**src/gcpd_pkg.sv**
```systemverilog
// shared constants, types and pattern table of the gray corner pattern detector
package gcpd_pkg;

  // default frame limits and queue size
  localparam int unsigned MAX_WIDTH_DEF  = 2048;
  localparam int unsigned MAX_HEIGHT_DEF = 2048;
  localparam int unsigned QUEUE_DEPTH    = 4;

  // field widths
  localparam int unsigned PIX_W       = 8;
  localparam int unsigned THRESH_W    = 8;
  localparam int unsigned DIM_W       = 12;
  localparam int unsigned CFG_INDEX_W = 2;
  localparam int unsigned CFG_DATA_W  = 12;

  // frame size after reset
  localparam logic [DIM_W-1:0] DIM_RESET = 12'd2048;

  // output level on a match
  localparam logic [PIX_W-1:0] CORNER_ON = 8'hFF;

  // item kinds
  typedef enum logic {
    OP_PIXEL = 1'b0,
    OP_FLUSH = 1'b1
  } op_e;

  // register indexes of the configuration port
  typedef enum logic [CFG_INDEX_W-1:0] {
    REG_THRESHOLD = 2'd0,
    REG_WIDTH     = 2'd1,
    REG_HEIGHT    = 2'd2
  } reg_idx_e;

  // classified item handed from front to back
  typedef struct packed {
    logic             is_pix;  // shifts the window and updates the line store
    logic             emit;    // produces a result
    logic             zero;    // border pixel or drained pixel, result forced to zero
    logic             last;    // final result of the frame
    logic [PIX_W-1:0] pix;
  } item_t;

  // ring codes that count as a corner
  localparam logic [7:0] RING_PATTERNS [16] = '{
    8'hE0, 8'h70, 8'h38, 8'h1C, 8'h0E, 8'h07, 8'h83, 8'hC1,
    8'hA0, 8'h50, 8'h28, 8'h14, 8'h0A, 8'h05, 8'h82, 8'h41
  };

  // window position of each ring bit: left first, then clockwise
  localparam int unsigned RING_TAP [8] = '{3, 0, 1, 2, 5, 8, 7, 6};

  // true when the ring code is one of the corner patterns
  function automatic logic ring_match(input logic [7:0] code);
    logic hit;
    hit = 1'b0;
    for (int i = 0; i < 16; i++) begin
      if (code == RING_PATTERNS[i]) begin
        hit = 1'b1;
      end
    end
    return hit;
  endfunction

endpackage

```
**src/gcpd_queue.sv**
```systemverilog
// short item queue between the classifying front and the window back
module gcpd_queue #(
  parameter int unsigned DEPTH = gcpd_pkg::QUEUE_DEPTH,
  parameter int unsigned XW    = 11
) (
  input  logic            clk_i,
  input  logic            rst_ni,
  input  logic            push_i,
  input  gcpd_pkg::item_t push_item_i,
  input  logic [XW-1:0]   push_x_i,
  output logic            full_o,
  input  logic            pop_i,
  output logic            valid_o,
  output gcpd_pkg::item_t item_o,
  output logic [XW-1:0]   x_o
);

  localparam int unsigned PW   = $clog2(DEPTH);
  localparam int unsigned CNTW = $clog2(DEPTH + 1);

  gcpd_pkg::item_t item_mem [DEPTH];
  logic [XW-1:0]   x_mem    [DEPTH];

  logic [PW-1:0]   wr_ptr_q, wr_ptr_d;
  logic [PW-1:0]   rd_ptr_q, rd_ptr_d;
  logic [CNTW-1:0] count_q, count_d;

  // status
  assign full_o  = (count_q == CNTW'(DEPTH));
  assign valid_o = (count_q != '0);
  assign item_o  = item_mem[rd_ptr_q];
  assign x_o     = x_mem[rd_ptr_q];

  // pointer and fill bookkeeping
  always_comb begin
    wr_ptr_d = wr_ptr_q;
    rd_ptr_d = rd_ptr_q;
    count_d  = count_q;
    if (push_i) begin
      wr_ptr_d = (wr_ptr_q == PW'(DEPTH - 1)) ? '0 : wr_ptr_q + PW'(1);
    end
    if (pop_i) begin
      rd_ptr_d = (rd_ptr_q == PW'(DEPTH - 1)) ? '0 : rd_ptr_q + PW'(1);
    end
    priority if (push_i && !pop_i) begin
      count_d = count_q + CNTW'(1);
    end else if (pop_i && !push_i) begin
      count_d = count_q - CNTW'(1);
    end else begin
      count_d = count_q;
    end
  end

  always_ff @(posedge clk_i or negedge rst_ni) begin
    if (!rst_ni) begin
      wr_ptr_q <= '0;
      rd_ptr_q <= '0;
      count_q  <= '0;
    end else begin
      wr_ptr_q <= wr_ptr_d;
      rd_ptr_q <= rd_ptr_d;
      count_q  <= count_d;
    end
  end

  // entry storage
  always_ff @(posedge clk_i) begin
    if (push_i) begin
      item_mem[wr_ptr_q] <= push_item_i;
      x_mem[wr_ptr_q]    <= push_x_i;
    end
  end

endmodule

```
**config.mk**
```make
export PLATFORM = sky130hd
export DESIGN_NAME = gcpd_queue
export DESIGN_NICKNAME = d
export VERILOG_FILES = /design/src/gcpd_pkg.sv /design/src/gcpd_queue.sv
export SDC_FILE = /design/constraint.sdc
export NUM_CORES = 1
export LEC_CHECK = 0
export BUFFER_PORTS_ARGS = -buffer_cell sky130_fd_sc_hd__buf_4
export CORE_ASPECT_RATIO = 1.5
export CORE_MARGIN = 4
export CORE_UTILIZATION = 50
export CTS_CLUSTER_DIAMETER = 50
export DETAILED_ROUTE_END_ITERATION = 12
export GPL_ROUTABILITY_DRIVEN = 1
export PLACE_DENSITY = 0.74
export SYNTH_ARGS = -nofsm -noshare
export SYNTH_HDL_FRONTEND = slang
export SYNTH_SLANG_ARGS = --single-unit
```
**constraint.sdc**
```tcl
create_clock -name clk_i -period 1.65 [get_ports clk_i]
set_input_delay 0.33 -clock clk_i [delete_from_list [all_inputs] [get_ports clk_i]]
set_output_delay 0.33 -clock clk_i [all_outputs]
set_load 0.005 [all_outputs]
```
# Word-level counts from Yosys, hierarchy flattened
# Memories as Yosys holds them, arrays and structs flattened.
# Index checks and enable logic that the tools add are counted.
totals:
  ff_bits: 7
  ram_bits: 92
  input_bits: 27
  memories: 2
op_classes:
  n_addsub: 4
  eq_ne: 3
  mux: 6
  reduce_logical: 6
memory_table:
  columns: ["name", "depth", "word_bits", "read_ports", "rd_ports_with_merged_regs", "write_ports", "line", "rtl"]
  rows:
  - ["item_mem", 4, 12, 1, 0, 1, "gcpd_queue.sv:21", "gcpd_pkg::item_t item_mem [DEPTH];"]
  - ["x_mem", 4, 11, 1, 0, 1, "gcpd_queue.sv:22", "logic [XW-1:0] x_mem [DEPTH];"]
op_table:
  columns: ["cell", "count"]
  rows:
  - ["$mux W3", 2]
  - ["$add A2 B1 Y2 const B", 2]
  - ["$eq A2 B2 Y1 const B", 2]
  - ["$mux W2", 2]
  - ["$add A3 B1 Y3 const B", 1]
  - ["$eq A3 B3 Y1 const B", 1]
  - ["$reduce_bool A3 Y1", 1]
  - ["$sub A3 B1 Y3 const B", 1]
  - ["$logic_and A1 B1 Y1", 2]
  - ["$logic_not A1 Y1", 2]
  - ["$mux W1", 2]
  - ["$reduce_bool A2 Y1", 1]

# Logic depth before layout (Yosys ltp)
logic_depth:
  word_depth: 4
  mapped_depth: 7
  ltp_nobuf: 7

# Least setup slack after synthesis
# No wires, ideal clock.
synth_path:
  path_kind: "reg-to-reg"
  startpoint: "reg wr_ptr_q[0]"
  endpoint: "mem item_mem[2][0] in the netlist's numbering (enable)"
  setup_time_ns: 0.382
  arrival_time_ns: 1.206
  required_ns: 1.268
  slack_ns: 0.063
  stages_incl_launch_ff: 4
  path_buffers: 0
  period_less_slack_ns: 1.587
  cell_sequence: "dfrtp_1 > inv_1 > ha_1 > and2_1"
synth_lines:
  columns: ["element", "line", "rtl"]
  rows:
  - ["start, declared", "gcpd_queue.sv:24", "logic [PW-1:0] wr_ptr_q, wr_ptr_d;"]
  - ["start signal, assigned", "gcpd_queue.sv:60", "wr_ptr_q <= wr_ptr_d;"]
  - ["end, declared", "gcpd_queue.sv:21", null]
# Straight into the memory's write port.

# Worst setup path in the final report
layout_path:
  startpoint: "reg rd_ptr_q[0]"
  endpoint: "out x_o[1]"
layout_via:
  elab_chain_len: 1
layout_rtl:
  columns: ["element", "line", "rtl"]
  rows:
  - ["start, declared", "gcpd_queue.sv:25", "logic [PW-1:0] rd_ptr_q, rd_ptr_d;"]
  - ["start signal, assigned", "gcpd_queue.sv:61", "rd_ptr_q <= rd_ptr_d;"]
  - ["$mem_v2 Z4 W11", null, null]
  - ["end, declared", "gcpd_queue.sv:15", "output logic [XW-1:0] x_o"]
# No other way between the ends.

==> flow_summary.toml <==
[yosys]
yosys.area_share.adder_pct = 2.52
synth_area_um2 = 3780
yosys_warnings = 0
synth_area_leaders = "edfxtp_1, mux4_2, dfrtp_1, mux4_1, ha_1"
synthCells = 158
synth_top_family_by_area = "multiplexers"
synth.avg_cell_area_um2 = 23.9
synth_mux_area_share_pct = 14.8
synth_top_area_cell = "edfxtp_1"
synth_top_area_share_pct = 73.2
synth.distinct_cells = 21
ys_seq_area_share_pct = 77.8
synth_compound_area_share_pct = 0.464
synth-xor-area-share_pct = 0.696
syn_nets = 192
yosys.area_share.simple_pct = 1.56
ys_ff_latch = 99

[route]
drc_errors = 0
detail_route.wl_per_cell_um = 18.2
post_drt_via_cell_ratio = 5.04
drt_wl_total_um = 6130
firstDrtPassIters = 4
dr_total_vias = 1695
drtAntennaViolNets = 0
drtIter0Drc = 90

[sta]
worstMarginPinSlew_ns = 0.244
rsz0062_at_grt = "true"
finalHoldViolCount = 0
finClkSkew_ns = 0.00814
slew_viol_final = 0
fin_crit_sh_pct = 118
period_needed_ns = 1.95
maxSlewHeadroom_pct = 83.8
timing.fmax_ghz = 0.512
finalWorstSetupSlack_ns = -0.303
setup_violations = 23

[global_route]
grt_pass1_vias = 1894
antenna_found_initial = 0
grt_pass1_wl_um = 9790
gr-total-overflow = 0
gr-usage-all-layers_pct = 15.0
grt_max_degree = 22

[worst_setup_path]
crit_type = "reg2out"
worstPathRequired_ns = 1.32
cp_cell_sequence = "buf_12 -> mux4_2 -> buf_6"
start_kind = "register"
worstPathMaxFanout = 12
arrival_ns = 1.62
reg2reg_depth = 5
cpMaxStageDelayCell = "mux4_2"
cp-end-kind = "primary output"
cpPeakStageDelay_ns = 0.53

[cts]
numCtsBuffers = 9
worstSkewPairLatency_ns = 0.35
cts_tree = "yes"
root_buffer = "clkbuf_8"
clk_pin_slew_ns = 0.09
cts.sinks = 99
clockBufferDepth = 2
h-tree-depth = 3

[pwr]
p_seq_share_pct = 44.1
p_sw_w = 0.00201
ir_drop_v = 0.000937
leakage_nw = 1.69
p_total_w = 0.00773
pwr-share-comb_pct = 34.7
pwr-share-clk_pct = 21.2
internal_power_w = 0.00572
p_sw_share_pct = 26.0
powerDensity_nw_per_um2 = 1640

[floorplanning]
die_w_um = 79.0
die_area_um2 = 9040
die_h_um = 114
fp-row-count = 38
pin_count = 52
coreArea_um2 = 7270
start_util_pct = 51.9

[cells_and_area]
post-route-cell-area_um2 = 4730
syn2layout_area_growth_pct = 25.1
diodes = 0
final_util_pct = 65.0
fillers = 494
nets = 266
finalNonFillerCells = 336
drive_above_1_share_pct = 46.6

[placement]
numPortBuffers = 51
hpwl_um = 4030
placed_area_um2 = 4390
post-place-cells = 316
place_congestion = 0.721

[outcome]
status = "finished, violations left"
violations = "negative setup slack"

[hold_path]
hold_class = "in2reg"
holdPathStages = 1

[run]
max_cap_violations = 0
power groups by stage:
stage | sequential (W) | clock, W | combinational [W]
after global routing | 0.00345 | 0.00177 | 0.00292
after CTS | 0.00341 | 0.00167 | 0.00269
final | 0.00341 | 0.00164 | 0.00268
after global placement | 0.00344 | 0 | 0.00232
after floorplan | 0.00340 | 0 | 0.00132
after detailed placement | 0.00347 | 0 | 0.00235
cell usage after synthesis:
library cell / n
nand2_1: 2
dfrtp_1: 7
ha_1: 6
xnor2_1: 1
or3_1: 1
mux2_2: 2
nor3b_1: 1
inv_1: 4
nor3_1: 1
buf_12: 2
nor2_1: 2
o21ai_0: 2
buf_6: 1
a21o_1: 1
mux4_2: 18
buf_2: 3
fa_1: 1
xor2_1: 2
edfxtp_1: 92
mux4_1: 5
and2_1: 4
state kept, by name, indices dropped and copies added (netlist names):
register / flops
x_mem: 44
rd_ptr_q: 2
item_mem: 48
wr_ptr_q: 2
count_q: 3
final cells by class:
class	count	area, µm²	area share [%]
clock buffers	9	124	2.62
clock inverters	6	90.1	1.91
inverters	4	15.0	0.318
multi-input cells	49	743	15.7
flip-flops and latches	99	2940	62.2
well taps	100	125	2.65
repair buffers	69	689	14.6
placed cells by master (no fill, tap or decap), types with 2 or more instances in the layout:
| cell | instances |
|---|---|
| buf_12 | 6 |
| inv_1 | 4 |
| xor2_1 | 2 |
| buf_4 | 37 |
| buf_6 | 25 |
| edfxtp_1 | 92 |
| and2_1 | 4 |
| mux2_2 | 2 |
| ha_1 | 6 |
| nor2_1 | 2 |
| dfrtp_1 | 6 |
| bufinv_16 | 2 |
| nand2_1 | 2 |
| clkbuf_8 | 9 |
| o21ai_0 | 2 |
| mux4_2 | 23 |
stage by stage:
| step | TNS [ns] | hold WS (ns) | setup slack (ns) |
|---|---|---|---|
| 2_1_floorplan | 0 | 0.0344 | 0.0626 |
| 3_3_place_gp | 0 | 0.150 | 0.0330 |
| 3_5_place_dp | 0 | 0.151 | 0.0146 |
| 4_1_cts | -7.11 | 0.155 | -0.342 |
| 5_1_grt | -7.96 | 0.153 | -0.377 |
| 6_report | -6.34 | 0.173 | -0.303 |
metal layers:
layer  track usage (%)  up-vias  share of wire, %
li1                  -      792                 -
met1              18.1      858                40
met2              25.7       39                55
met3              4.02        6               4.4
met4              5.85        0               1.3
met5                 0        -                 0
kinds of logic after synthesis:
logic type / after synthesis
muxes: 25
DFF: 99
AOI/OAI and AO/OA: 3
buffers and inverters: 10
and+or+nand+nor: 11
xor gates and xnor gates: 3
adders and majority gates: 7
worst max-delay path: cells and delay by family, from the launching register on:
kind	cells	cell delay, ns
muxes	1	0.53
buffers and inverters	2	0.31
DFF	1	0.43
final timing paths:
kind / from / slack, ns / end
max: rd_ptr_q[0] / -0.30 / x_o[1]
min: push_x_i[0] / 0.17 / x_mem[1][0]
max reg2reg: count_q[0] / 0.16 / count_q[2]
min reg2reg: wr_ptr_q[0] / 0.62 / wr_ptr_q[0]
max in group asynchronous: rst_ni / 1.20 / rd_ptr_q[0]
min in group asynchronous: rst_ni / 0.31 / wr_ptr_q[1]
timing repair:
item / CTS / global route
buffers inserted: 2 / 2
resized for setup: 29 / 2
setup endpoints to repair: 24 / 24
pin swaps: 0 / 1
hold endpoints to repair: 7 / 0
hold buffers: 1 / 0
No activity file was read; power rests on OpenSTA's default activity.
