<file path="config.mk">
export PLATFORM = sky130hd
export DESIGN_NAME = gcpd_front_flat
export DESIGN_NICKNAME = d
export VERILOG_FILES = /design/src/gcpd_pkg.sv /design/src/gcpd_if.sv /design/src/gcpd_front.sv /design/src/flat_wrapper.sv
export SDC_FILE = /design/constraint.sdc
export NUM_CORES = 1
export LEC_CHECK = 0
export BUFFER_PORTS_ARGS = -buffer_cell sky130_fd_sc_hd__buf_2
export CELL_PAD_IN_SITES_DETAIL_PLACEMENT = 1
export CELL_PAD_IN_SITES_GLOBAL_PLACEMENT = 1
export CORE_UTILIZATION = 45
export DETAILED_ROUTE_END_ITERATION = 7
export MAX_ROUTING_LAYER = met4
export PLACE_DENSITY = 0.82
export SETUP_SLACK_MARGIN = 0.05
export SYNTH_ARGS = -nofsm -noshare
export SYNTH_HDL_FRONTEND = slang
export SYNTH_SLANG_ARGS = --single-unit
</file>
<file path="constraint.sdc">
create_clock -name clk_i -period 9.7 [get_ports clk_i]
set_input_delay 2.425 -clock clk_i [delete_from_list [all_inputs] [get_ports clk_i]]
set_output_delay 2.425 -clock clk_i [all_outputs]
set_load 0.01 [all_outputs]
</file>
<file path="src/gcpd_pkg.sv">
// shared constants, types and pattern table of the gray corner pattern detector
package gcpd_pkg;

  // default frame limits and queue size
  localparam int unsigned MAX_WIDTH_DEF  = 2048;
  localparam int unsigned MAX_HEIGHT_DEF = 2048;
  localparam int unsigned QUEUE_DEPTH    = 4;

  // field widths
  localparam int unsigned PIX_W       = 8;
  localparam int unsigned THRESH_W    = 8;
  localparam int unsigned DIM_W       = 12;
  localparam int unsigned CFG_INDEX_W = 2;
  localparam int unsigned CFG_DATA_W  = 12;

  // frame size after reset
  localparam logic [DIM_W-1:0] DIM_RESET = 12'd2048;

  // output level on a match
  localparam logic [PIX_W-1:0] CORNER_ON = 8'hFF;

  // item kinds
  typedef enum logic {
    OP_PIXEL = 1'b0,
    OP_FLUSH = 1'b1
  } op_e;

  // register indexes of the configuration port
  typedef enum logic [CFG_INDEX_W-1:0] {
    REG_THRESHOLD = 2'd0,
    REG_WIDTH     = 2'd1,
    REG_HEIGHT    = 2'd2
  } reg_idx_e;

  // classified item handed from front to back
  typedef struct packed {
    logic             is_pix;  // shifts the window and updates the line store
    logic             emit;    // produces a result
    logic             zero;    // border pixel or drained pixel, result forced to zero
    logic             last;    // final result of the frame
    logic [PIX_W-1:0] pix;
  } item_t;

  // ring codes that count as a corner
  localparam logic [7:0] RING_PATTERNS [16] = '{
    8'hE0, 8'h70, 8'h38, 8'h1C, 8'h0E, 8'h07, 8'h83, 8'hC1,
    8'hA0, 8'h50, 8'h28, 8'h14, 8'h0A, 8'h05, 8'h82, 8'h41
  };

  // window position of each ring bit: left first, then clockwise
  localparam int unsigned RING_TAP [8] = '{3, 0, 1, 2, 5, 8, 7, 6};

  // true when the ring code is one of the corner patterns
  function automatic logic ring_match(input logic [7:0] code);
    logic hit;
    hit = 1'b0;
    for (int i = 0; i < 16; i++) begin
      if (code == RING_PATTERNS[i]) begin
        hit = 1'b1;
      end
    end
    return hit;
  endfunction

endpackage

</file>
<file path="src/gcpd_if.sv">
// channel interfaces: pixel input, result output and configuration writes

interface gcpd_pix_if;
  logic                           valid;
  logic                           ready;
  gcpd_pkg::op_e                  opcode;
  logic [gcpd_pkg::PIX_W-1:0]     pixel_value;

  modport source (output valid, opcode, pixel_value, input ready);
  modport sink   (input valid, opcode, pixel_value, output ready);
endinterface


interface gcpd_cfg_if;
  logic                               valid;
  logic                               ready;
  logic [gcpd_pkg::CFG_INDEX_W-1:0]   index;
  logic [gcpd_pkg::CFG_DATA_W-1:0]    data;

  modport source (output valid, index, data, input ready);
  modport sink   (input valid, index, data, output ready);
endinterface

</file>
<file path="src/gcpd_front.sv">
// front end: configuration, raster counters, result decision and item classification
module gcpd_front #(
  parameter int unsigned MAX_WIDTH  = gcpd_pkg::MAX_WIDTH_DEF,
  parameter int unsigned MAX_HEIGHT = gcpd_pkg::MAX_HEIGHT_DEF
) (
  input  logic                            clk_i,
  input  logic                            rst_ni,
  gcpd_pix_if.sink                        pix_i,
  gcpd_cfg_if.sink                        cfg_i,
  output logic [gcpd_pkg::THRESH_W-1:0]   threshold_o,
  input  logic                            full_i,
  output logic                            push_o,
  output gcpd_pkg::item_t                 item_o,
  output logic [$clog2(MAX_WIDTH)-1:0]    x_o
);

  localparam int unsigned CW = $clog2(MAX_WIDTH);
  localparam int unsigned RW = $clog2(MAX_HEIGHT);
  localparam int unsigned WW = $clog2(MAX_WIDTH + 1);
  localparam int unsigned HW = $clog2(MAX_HEIGHT + 1);
  localparam int unsigned LW = $clog2(MAX_WIDTH * MAX_HEIGHT + MAX_WIDTH + 1);
  localparam int unsigned MW = HW + WW;
  localparam int unsigned SW = (LW > gcpd_pkg::DIM_W) ? LW : gcpd_pkg::DIM_W;

  // run state and the three product steps that rebuild the linear indexes
  typedef enum logic [3:0] {
    ST_RUN   = 4'b0001,
    ST_MUL_P = 4'b0010,
    ST_MUL_Q = 4'b0100,
    ST_MUL_T = 4'b1000
  } fe_state_e;

  function automatic logic [WW-1:0] sat_width(input logic [gcpd_pkg::DIM_W-1:0] v);
    logic [WW-1:0] r;
    if (v == '0) begin
      r = WW'(1);
    end else if (SW'(v) > SW'(MAX_WIDTH)) begin
      r = WW'(MAX_WIDTH);
    end else begin
      r = WW'(v);
    end
    return r;
  endfunction

  function automatic logic [HW-1:0] sat_height(input logic [gcpd_pkg::DIM_W-1:0] v);
    logic [HW-1:0] r;
    if (v == '0) begin
      r = HW'(1);
    end else if (SW'(v) > SW'(MAX_HEIGHT)) begin
      r = HW'(MAX_HEIGHT);
    end else begin
      r = HW'(v);
    end
    return r;
  endfunction

  fe_state_e                      st_q, st_d;
  logic [gcpd_pkg::THRESH_W-1:0]  thr_q, thr_d;
  logic [WW-1:0]                  w_q, w_d;
  logic [HW-1:0]                  h_q, h_d;
  logic [CW-1:0]                  in_col_q, in_col_d;
  logic [RW-1:0]                  in_row_q, in_row_d;
  logic [CW-1:0]                  out_col_q, out_col_d;
  logic [RW-1:0]                  out_row_q, out_row_d;
  logic [LW-1:0]                  p_q, p_d;
  logic [LW-1:0]                  q_q, q_d;
  logic [LW-1:0]                  total_q, total_d;
  logic                           done_q, done_d;

  logic                           accept;
  logic                           cfg_we;
  logic                           is_flush;
  logic                           col_wrap;
  logic [CW-1:0]                  ncol;
  logic [LW-1:0]                  row_inc;
  logic [RW-1:0]                  nrow;
  logic                           col_end;
  logic                           row_end;
  logic                           reach;
  logic                           last;
  logic                           border;
  logic                           ocol_end;
  logic                           pix_take;
  logic                           emit;
  logic [HW-1:0]                  mul_a;
  logic [CW-1:0]                  mul_add;
  logic [MW-1:0]                  prod;
  logic [LW-1:0]                  mac;

  // handshakes
  assign accept      = pix_i.valid && pix_i.ready;
  assign pix_i.ready = (st_q == ST_RUN) && !full_i;
  assign cfg_i.ready = 1'b1;
  assign cfg_we      = cfg_i.valid;
  assign threshold_o = thr_q;
  assign is_flush    = (pix_i.opcode == gcpd_pkg::OP_FLUSH);

  // input position, wrapped when the frame size shrank
  assign col_wrap = (LW'(in_col_q) >= LW'(w_q));
  assign ncol     = col_wrap ? '0 : in_col_q;
  assign row_inc  = col_wrap ? (LW'(in_row_q) + LW'(1)) : LW'(in_row_q);
  assign nrow     = (row_inc >= LW'(h_q)) ? '0 : RW'(row_inc);
  assign col_end  = (LW'(ncol) + LW'(1)) >= LW'(w_q);
  assign row_end  = (LW'(nrow) + LW'(1)) >= LW'(h_q);

  // result decision on the output position
  assign reach    = p_q >= (q_q + LW'(w_q) + LW'(1));
  assign last     = (q_q + LW'(1)) >= total_q;
  assign border   = (out_row_q == '0) || ((LW'(out_row_q) + LW'(1)) >= LW'(h_q)) ||
                    (out_col_q == '0) || ((LW'(out_col_q) + LW'(1)) >= LW'(w_q));
  assign ocol_end = (LW'(out_col_q) + LW'(1)) >= LW'(w_q);
  assign pix_take = accept && !is_flush && !done_q;
  assign emit     = accept && (is_flush ? done_q : (!done_q && reach));

  // shared multiply-add for index rebuild
  always_comb begin
    unique case (st_q)
      ST_MUL_P: begin
        mul_a   = HW'(nrow);
        mul_add = ncol;
      end
      ST_MUL_Q: begin
        mul_a   = HW'(out_row_q);
        mul_add = out_col_q;
      end
      default: begin
        mul_a   = h_q;
        mul_add = '0;
      end
    endcase
  end

  assign prod = MW'(mul_a) * MW'(w_q);
  assign mac  = LW'(prod) + LW'(mul_add);

  // item to the queue
  assign push_o      = pix_take || (accept && is_flush && done_q);
  assign item_o.is_pix = !is_flush;
  assign item_o.emit   = emit;
  assign item_o.zero   = is_flush || border;
  assign item_o.last   = last;
  assign item_o.pix    = pix_i.pixel_value;
  assign x_o           = ncol;

  // next state
  always_comb begin
    st_d      = st_q;
    thr_d     = thr_q;
    w_d       = w_q;
    h_d       = h_q;
    in_col_d  = in_col_q;
    in_row_d  = in_row_q;
    out_col_d = out_col_q;
    out_row_d = out_row_q;
    p_d       = p_q;
    q_d       = q_q;
    total_d   = total_q;
    done_d    = done_q;

    // input raster advance
    if (pix_take) begin
      in_col_d = col_end ? '0 : ncol + CW'(1);
      in_row_d = col_end ? (row_end ? '0 : nrow + RW'(1)) : nrow;
      p_d      = (col_end && row_end) ? '0 : p_q + LW'(1);
      if (col_end && row_end) begin
        done_d = 1'b1;
      end
    end

    // output raster advance
    if (emit) begin
      priority if (last) begin
        out_col_d = '0;
        out_row_d = '0;
        q_d       = '0;
        done_d    = 1'b0;
      end else if (ocol_end) begin
        out_col_d = '0;
        out_row_d = out_row_q + RW'(1);
        q_d       = q_q - LW'(out_col_q) + LW'(w_q);
      end else begin
        out_col_d = out_col_q + CW'(1);
        q_d       = q_q + LW'(1);
      end
    end

    // index rebuild sequence
    unique case (st_q)
      ST_RUN: begin
        st_d = ST_RUN;
      end
      ST_MUL_P: begin
        p_d  = mac;
        st_d = ST_MUL_Q;
      end
      ST_MUL_Q: begin
        q_d  = mac;
        st_d = ST_MUL_T;
      end
      ST_MUL_T: begin
        total_d = mac;
        st_d    = ST_RUN;
      end
      default: begin
        st_d = ST_MUL_P;
      end
    endcase

    // register writes restart the rebuild
    if (cfg_we) begin
      st_d = ST_MUL_P;
      unique case (cfg_i.index)
        gcpd_pkg::REG_THRESHOLD: thr_d = cfg_i.data[gcpd_pkg::THRESH_W-1:0];
        gcpd_pkg::REG_WIDTH:     w_d   = sat_width(cfg_i.data);
        gcpd_pkg::REG_HEIGHT:    h_d   = sat_height(cfg_i.data);
        default: begin
        end
      endcase
    end
  end

  always_ff @(posedge clk_i or negedge rst_ni) begin
    if (!rst_ni) begin
      st_q      <= ST_MUL_P;
      thr_q     <= '0;
      w_q       <= sat_width(gcpd_pkg::DIM_RESET);
      h_q       <= sat_height(gcpd_pkg::DIM_RESET);
      in_col_q  <= '0;
      in_row_q  <= '0;
      out_col_q <= '0;
      out_row_q <= '0;
      p_q       <= '0;
      q_q       <= '0;
      total_q   <= '0;
      done_q    <= 1'b0;
    end else begin
      st_q      <= st_d;
      thr_q     <= thr_d;
      w_q       <= w_d;
      h_q       <= h_d;
      in_col_q  <= in_col_d;
      in_row_q  <= in_row_d;
      out_col_q <= out_col_d;
      out_row_q <= out_row_d;
      p_q       <= p_d;
      q_q       <= q_d;
      total_q   <= total_d;
      done_q    <= done_d;
    end
  end

endmodule

</file>
<file path="src/flat_wrapper.sv">
// flat-port wrapper written by rule: the top's interface ports become plain ports
module gcpd_front_flat 
#(
  parameter int unsigned MAX_WIDTH  = gcpd_pkg::MAX_WIDTH_DEF,
  parameter int unsigned MAX_HEIGHT = gcpd_pkg::MAX_HEIGHT_DEF
)
  (clk_i, rst_ni, threshold_o, full_i, push_o, item_o, x_o, pix_i_valid, pix_i_opcode, pix_i_pixel_value, pix_i_ready, cfg_i_valid, cfg_i_index, cfg_i_data, cfg_i_ready);
  gcpd_pix_if pix_i_i ();
  gcpd_cfg_if cfg_i_i ();
  input  logic clk_i;
  input  logic rst_ni;
  output logic [gcpd_pkg::THRESH_W-1:0] threshold_o;
  input  logic full_i;
  output logic push_o;
  output gcpd_pkg::item_t item_o;
  output logic [$clog2(MAX_WIDTH)-1:0] x_o;
  input wire logic [$bits(pix_i_i.valid)-1:0] pix_i_valid;
  input wire logic [$bits(pix_i_i.opcode)-1:0] pix_i_opcode;
  input wire logic [$bits(pix_i_i.pixel_value)-1:0] pix_i_pixel_value;
  output wire logic [$bits(pix_i_i.ready)-1:0] pix_i_ready;
  input wire logic [$bits(cfg_i_i.valid)-1:0] cfg_i_valid;
  input wire logic [$bits(cfg_i_i.index)-1:0] cfg_i_index;
  input wire logic [$bits(cfg_i_i.data)-1:0] cfg_i_data;
  output wire logic [$bits(cfg_i_i.ready)-1:0] cfg_i_ready;
  assign pix_i_i.valid = pix_i_valid;
  assign pix_i_i.opcode = pix_i_opcode;
  assign pix_i_i.pixel_value = pix_i_pixel_value;
  assign pix_i_ready = pix_i_i.ready;
  assign cfg_i_i.valid = cfg_i_valid;
  assign cfg_i_i.index = cfg_i_index;
  assign cfg_i_i.data = cfg_i_data;
  assign cfg_i_ready = cfg_i_i.ready;
  gcpd_front #(.MAX_WIDTH(MAX_WIDTH), .MAX_HEIGHT(MAX_HEIGHT)) u_core (.clk_i(clk_i), .rst_ni(rst_ni), .pix_i(pix_i_i), .cfg_i(cfg_i_i), .threshold_o(threshold_o), .full_i(full_i), .push_o(push_o), .item_o(item_o), .x_o(x_o));
endmodule
</file>
# ---- After elaboration in Yosys (flattened, before gate mapping)
# Cells that the tools add are included.
dict set report word_totals {
  elab_cells 101
  in_bits 28
  reg_bits 150
}
dict set report op_classes {
  order_cmp 9
  add_sub_neg 16
  multipliers 1
  muxes 28
  n_eq_ne 6
  n_reduce_logical 29
}
# cell count
set ops {}
lappend ops {{2-to-1 mux 23 bit} 8}
lappend ops {{>= comparator 23 x 12 -> 1 bit} 5}
lappend ops {{2-to-1 mux 11 bit} 9}
lappend ops {{adder 23 x 1 -> 23 bit, second input constant} 3}
lappend ops {{adder 11 x 1 -> 12 bit, second input constant} 5}
lappend ops {{adder 23 x 12 -> 23 bit} 2}
lappend ops {{>= comparator 23 bit} 2}
lappend ops {{adder 11 x 1 -> 11 bit, second input constant} 4}
lappend ops {{2-to-1 mux 12 bit} 2}
lappend ops {{one-hot mux 12 bit (2 select lines)} 1}
lappend ops {{adder 23 x 11 -> 23 bit} 1}
lappend ops {{multiplier 12 x 12 -> 23 bit} 1}
lappend ops {{subtractor 23 x 11 -> 23 bit} 1}
lappend ops {{zero test 11 bit} 2}
lappend ops {{one-hot mux 11 bit (2 select lines)} 1}
lappend ops {{>= comparator 11 x 12 -> 1 bit} 1}
lappend ops {{greater-than comparator 12 bit, second input constant} 1}
lappend ops {{zero test 12 bit} 1}
lappend ops {{one-hot mux 4 bit (3 select lines)} 1}
lappend ops {{logical AND 1 bit} 9}
lappend ops {{AND reduction 2 bit} 4}
lappend ops {{nonzero test 2 bit} 3}
lappend ops {{logical OR 1 bit} 5}
lappend ops {{2-to-1 mux 1 bit} 5}
lappend ops {{10 further kinds} 12}

# ---- Logic depth before layout (Yosys ltp)
dict set report logic_depth {
  ltp_word 11
  ltp_mapped 42
  ltp_nobuf 38
}

# ---- Worst setup path before layout
# Ideal clock, no wire load.
dict set report synth_path {
  path_type {register to register}
  start {register u_core.w_q[1]}
  end {register u_core.q_q[21]}
  setup_time_ns 0.138
  slack_ns 0.496
  stages_incl_launch_ff 37
  arrival_time_ns 9.066
  path_cell_list {dfrtp_1 > inv_1 > clkbuf_1 > ha_1 > a2111oi_2 > nor3_1 > buf_2 > or2_4 > buf_2 > xnor2_1 > ha_1 > nand2b_1 > a2111oi_0 > o31a_1 > a21o_1 > clkbuf_1 > nand2_1 > o21ai_0 > clkbuf_1 > and2_1 > fa_1 > fa_1 > fa_1 > fa_1 > inv_1 > fa_1 > inv_1 > ha_1 > nand2_1 > nor2_1 > a211oi_1 > nand3_1 > o31a_1 > o21ai_0 > a2111oi_0 > o31ai_1 > nand4_1}
}
dict set report synth_via {
  elab_chain_cells 8
  elab_cells_between_ends 22
}
# element line_no
set synth_lines {}
lappend synth_lines {{from (decl)} gcpd_front.sv:59} ;# logic [WW-1:0] w_q, w_d;
lappend synth_lines {{from (signal assigned)} gcpd_front.sv:226} ;# w_q <= sat_width(gcpd_pkg::DIM_RESET);
lappend synth_lines {{from (signal assigned)} gcpd_front.sv:239} ;# w_q <= w_d;
lappend synth_lines {{>= comparator 11 x 12 -> 1 bit} gcpd_front.sv:99} ;# assign col_wrap = (LW'(in_col_q) >= LW'(w_q));
lappend synth_lines {{2-to-1 mux 23 bit} gcpd_front.sv:101} ;# assign row_inc = col_wrap ? (LW'(in_row_q) + LW'(1)) : LW'(in_row_q);
lappend synth_lines {{>= comparator 23 x 12 -> 1 bit} gcpd_front.sv:102} ;# assign nrow = (row_inc >= LW'(h_q)) ? '0 : RW'(row_inc);
lappend synth_lines {{2-to-1 mux 11 bit} gcpd_front.sv:102}
lappend synth_lines {{one-hot mux 12 bit (2 select lines)} gcpd_front.sv:117} ;# unique case (st_q)
lappend synth_lines {{multiplier 12 x 12 -> 23 bit} gcpd_front.sv:133} ;# assign prod = MW'(mul_a) * MW'(w_q);
lappend synth_lines {{adder 23 x 11 -> 23 bit} gcpd_front.sv:134} ;# assign mac = LW'(prod) + LW'(mul_add);
lappend synth_lines {{2-to-1 mux 23 bit} gcpd_front.sv:188} ;# unique case (st_q)
lappend synth_lines {{to (signal assigned)} gcpd_front.sv:246} ;# q_q <= q_d;
lappend synth_lines {{to (decl)} gcpd_front.sv:66} ;# logic [LW-1:0] q_q, q_d;
# Several ways; a longest one is shown, not always the timed one. The select of a mux whose other input is x is not followed.
# A chain may end at the register's enable or synchronous reset.

# ---- Worst setup path after layout
dict set report layout_path {
  start {register u_core.in_col_q[0]}
  end {register u_core.q_q[21]}
}
dict set report layout_via {
  elab_chain_cells 8
  elab_cells_between_ends 10
}
# element line_no
set layout_lines {}
lappend layout_lines {{from (decl)} gcpd_front.sv:61} ;# logic [CW-1:0] in_col_q, in_col_d;
lappend layout_lines {{from (signal assigned)} gcpd_front.sv:241} ;# in_col_q <= in_col_d;
lappend layout_lines {{>= comparator 11 x 12 -> 1 bit} gcpd_front.sv:99}
lappend layout_lines {{2-to-1 mux 23 bit} gcpd_front.sv:101}
lappend layout_lines {{>= comparator 23 x 12 -> 1 bit} gcpd_front.sv:102}
lappend layout_lines {{2-to-1 mux 11 bit} gcpd_front.sv:102}
lappend layout_lines {{one-hot mux 12 bit (2 select lines)} gcpd_front.sv:117}
lappend layout_lines {{multiplier 12 x 12 -> 23 bit} gcpd_front.sv:133}
lappend layout_lines {{adder 23 x 11 -> 23 bit (*)} gcpd_front.sv:134}
lappend layout_lines {{2-to-1 mux 23 bit (*)} gcpd_front.sv:188}
# Mark *: on every way between the ends. The rest lies on a longest branch, timed or not.

==> impl_metrics.json <==
{
  "pwr-share-seq": 0.214,
  "worst_pin_slew_ns": 1.13,
  "start_kind": "register",
  "path_clk_slew_ns": 0.07,
  "grt_remaining_overflow": 0,
  "critPathKind": "reg -> reg",
  "setup_ws_ns": 0.540,
  "regArea_mm2": 0.00376,
  "drtPass1Iterations": 5,
  "antenna_left": 0,
  "synthDistinctLibCells": 93,
  "fmax_mhz": 109,
  "io_buffers": 44,
  "outcome": "completed",
  "clock_latency_ns": 0.48,
  "cp-end-kind": "register",
  "antenna_found_initial": 1,
  "synth_warnings": 0,
  "grtUsageTotal": 0.332,
  "num_rows": 74,
  "dieArea_mm2": 0.0424,
  "first_iter_violations": 1086,
  "synth-main-ff-cell": "dfrtp_1",
  "min_period_ns": 9.16,
  "synth_fp_nets": 2610,
  "htreeDepth": 4,
  "hold_buffers": 0,
  "ctsRootBufferMaster": "clkbuf_16",
  "synth-edff-count": 0,
  "dpl.hpwl_mm": 52.4,
  "clkPwrFrac": 0.161,
  "finalSetupViolCount": 0,
  "relSlewSlack": 0.247,
  "fp.coreArea_mm2": 0.0409,
  "maxSlewViolCount": 0,
  "wl_per_cell_um": 23.5,
  "swShare": 0.492,
  "place.gp.congestion": 0.947,
  "tns_ns": 0,
  "cp_max_fo": 10,
  "fin_skew_ns": 0.0118,
  "drc_errors": 0,
  "ys_seq_area_frac": 0.201,
  "cts_tree": "yes",
  "drv_cap": 0,
  "grt_max_degree": 59,
  "cpPeakStageDelay_ns": 0.55,
  "synth_area_leaders": "dfrtp_1 20%, ha_1 16%, fa_1 13%",
  "grt_pass1_vias": 18400,
  "syn_area_mm2": 0.0187,
  "hold_viol_final": 0,
  "dr_total_vias": 16900,
  "async_reset_ff_frac": 1.00,
  "arrival_ns": 9.48,
  "ir_drop_uv": 168,
  "power_density_mw_per_mm2": 218,
  "clockBufferDepth": 2,
  "p_switching_mw": 2.19,
  "multiInputGateArea_mm2": 0.0136,
  "pre_cts_ws_ns": -0.0674,
  "die_h_um": 206,
  "cts_buffers": 17,
  "drive_gt1_frac": 0.0940,
  "ys_ff_latch": 150,
  "fillers": 4909,
  "initial_core_util": 0.457,
  "area_growth_pct": 9.01,
  "intPower_mw": 2.26,
  "fin_crit_sh": 0.944,
  "grt_setup_unrepaired": "no",
  "final_common_cell": "inv_1",
  "drt-total-wl_mm": 66.1,
  "clkSinkCount": 150,
  "routed_via_density": 6.01,
  "grt_pass1_wl_mm": 103,
  "yosysTopAreaCellShare": 0.197,
  "critPathSlowestCell": "fa_1",
  "fp.dieW_um": 206,
  "layout.nets": 2651,
  "cp_common_cell": "inv_1",
  "ios": 62,
  "avgSynthCellArea_um2": 8.41,
  "syn_inst": 2223,
  "worstHoldPathType": "reg -> reg",
  "layout_common_cells": "276 x inv_1, 238 x ha_1, 216 x nand2_1",
  "required_ns": 10.02,
  "combPwrFrac": 0.625,
  "yosys.area.top_type": "dfrtp_1",
  "p_leak_nw": 9.68
}
## synth_stat cells (8+ instances only)
library cell,count
a211oi_1,11
a21o_1,33
a21oi_1,102
a22o_1,20
a22oi_1,24
a31oi_1,11
and2_1,16
and3_1,27
buf_4,12
clkbuf_1,57
dfrtp_1,147
fa_1,121
ha_1,238
inv_1,276
mux2_2,22
mux2i_1,15
nand2_1,223
nand2b_1,42
nand3_1,64
nand4_1,20
nor2_1,162
nor2b_1,16
nor3_1,45
nor4_1,31
o211ai_1,17
o21a_1,29
o21ai_0,136
o21bai_1,11
o221ai_1,9
o311ai_0,8
o31ai_1,11
xnor2_1,90
xor2_1,33
## power by group through the flow
stage                     clock network (mW)  logic [mW]  registers, mW
after floorplan                            0        1.94          0.893
after global placement                     0        2.61          0.943
after detailed placement                   0        2.73          0.954
after CTS                              0.725        2.76          0.944
after global routing                   0.745        3.08          0.971
final                                  0.715        2.78          0.952
## layer usage
| metal | global-route usage | wire (um) |
|---|---|---|
| met5 | - | 0 |
| met4 | 0.140 | 2500 |
| met3 | 0.0508 | 3280 |
| met2 | 0.559 | 32500 |
| met1 | 0.395 | 27800 |
## path summary, 6_finish.rpt
path,start,to,slack (ns),cells past startpoint
max,u_core.in_col_q[0]$_DFFE_PN0P_,u_core.q_q[21]$_DFFE_PN0P_,0.54,40
min,u_core.total_q[21]$_DFFE_PN0N_,u_core.total_q[21]$_DFFE_PN0N_,0.49,2
max reg2reg,u_core.in_col_q[0]$_DFFE_PN0P_,u_core.q_q[21]$_DFFE_PN0P_,0.54,40
min reg2reg,u_core.total_q[21]$_DFFE_PN0N_,u_core.total_q[21]$_DFFE_PN0N_,0.49,2
max in group asynchronous,rst_ni,u_core.in_col_q[7]$_DFFE_PN0P_,6.66,2
min in group asynchronous,rst_ni,u_core.out_row_q[2]$_DFFE_PN0P_,1.87,1
## logic make-up (layout without fill, tap and decap cells)
family                     count (synthesis)  count (layout)  synth area share
xor gates and xnor gates                 125             125            0.0594
and+or+nand+nor                          693             693             0.178
AOI/OAI and AO/OA                        495             495             0.175
buffers and inverters                    363             417            0.0763
adders and majority gates                359             359             0.289
muxes                                     37              37            0.0213
DFF                                      150             150             0.201
other                                      1               3          0.000201
## flip-flops by register name (all words and copies together), names as in the netlist, 12 cells and up
| signal | flops |
|---|---|
| u_core.total_q | 23 |
| u_core.q_q | 23 |
| u_core.w_q | 12 |
| u_core.h_q | 12 |
| u_core.p_q | 23 |
## critical path, delay by kind of cell, from the launching register on
family,cells,cell delay (ns)
AOI/OAI and AO/OA,11,2.61
adders and majority gates,8,3.49
buffers and inverters,10,1.14
DFF,1,0.38
and+or+nand+nor,11,1.37
## layout make-up
type                       count  area share
clock inverter                12     0.00749
clock buffer                  20      0.0219
sequential                   150       0.184
timing repair buffer         102      0.0325
multi-input combinational   1710       0.669
inverter                     283      0.0522
tap                          532      0.0327
antenna                        2    0.000246
## timing repair
item,CTS,global route
resized for setup,3,31
pin swaps,0,4
endpoints found under the setup margin,3,24
setup buffers,0,6
## per-stage QoR
step           cells  utilization  hold slack [ns]  instance area (um^2)  total power, mW
2_1_floorplan   2223            -            0.449                 18700             2.84
3_3_place_gp    2771        0.480            0.465                 19600             3.55
3_5_place_dp    2771        0.480            0.475                 19600             3.68
4_1_cts         2803        0.495            0.493                 20300             4.43
5_1_grt         2810        0.498            0.513                 20400             4.80
6_report        2811        0.498            0.491                 20400             4.45
(Power assumes the default switching activity.)
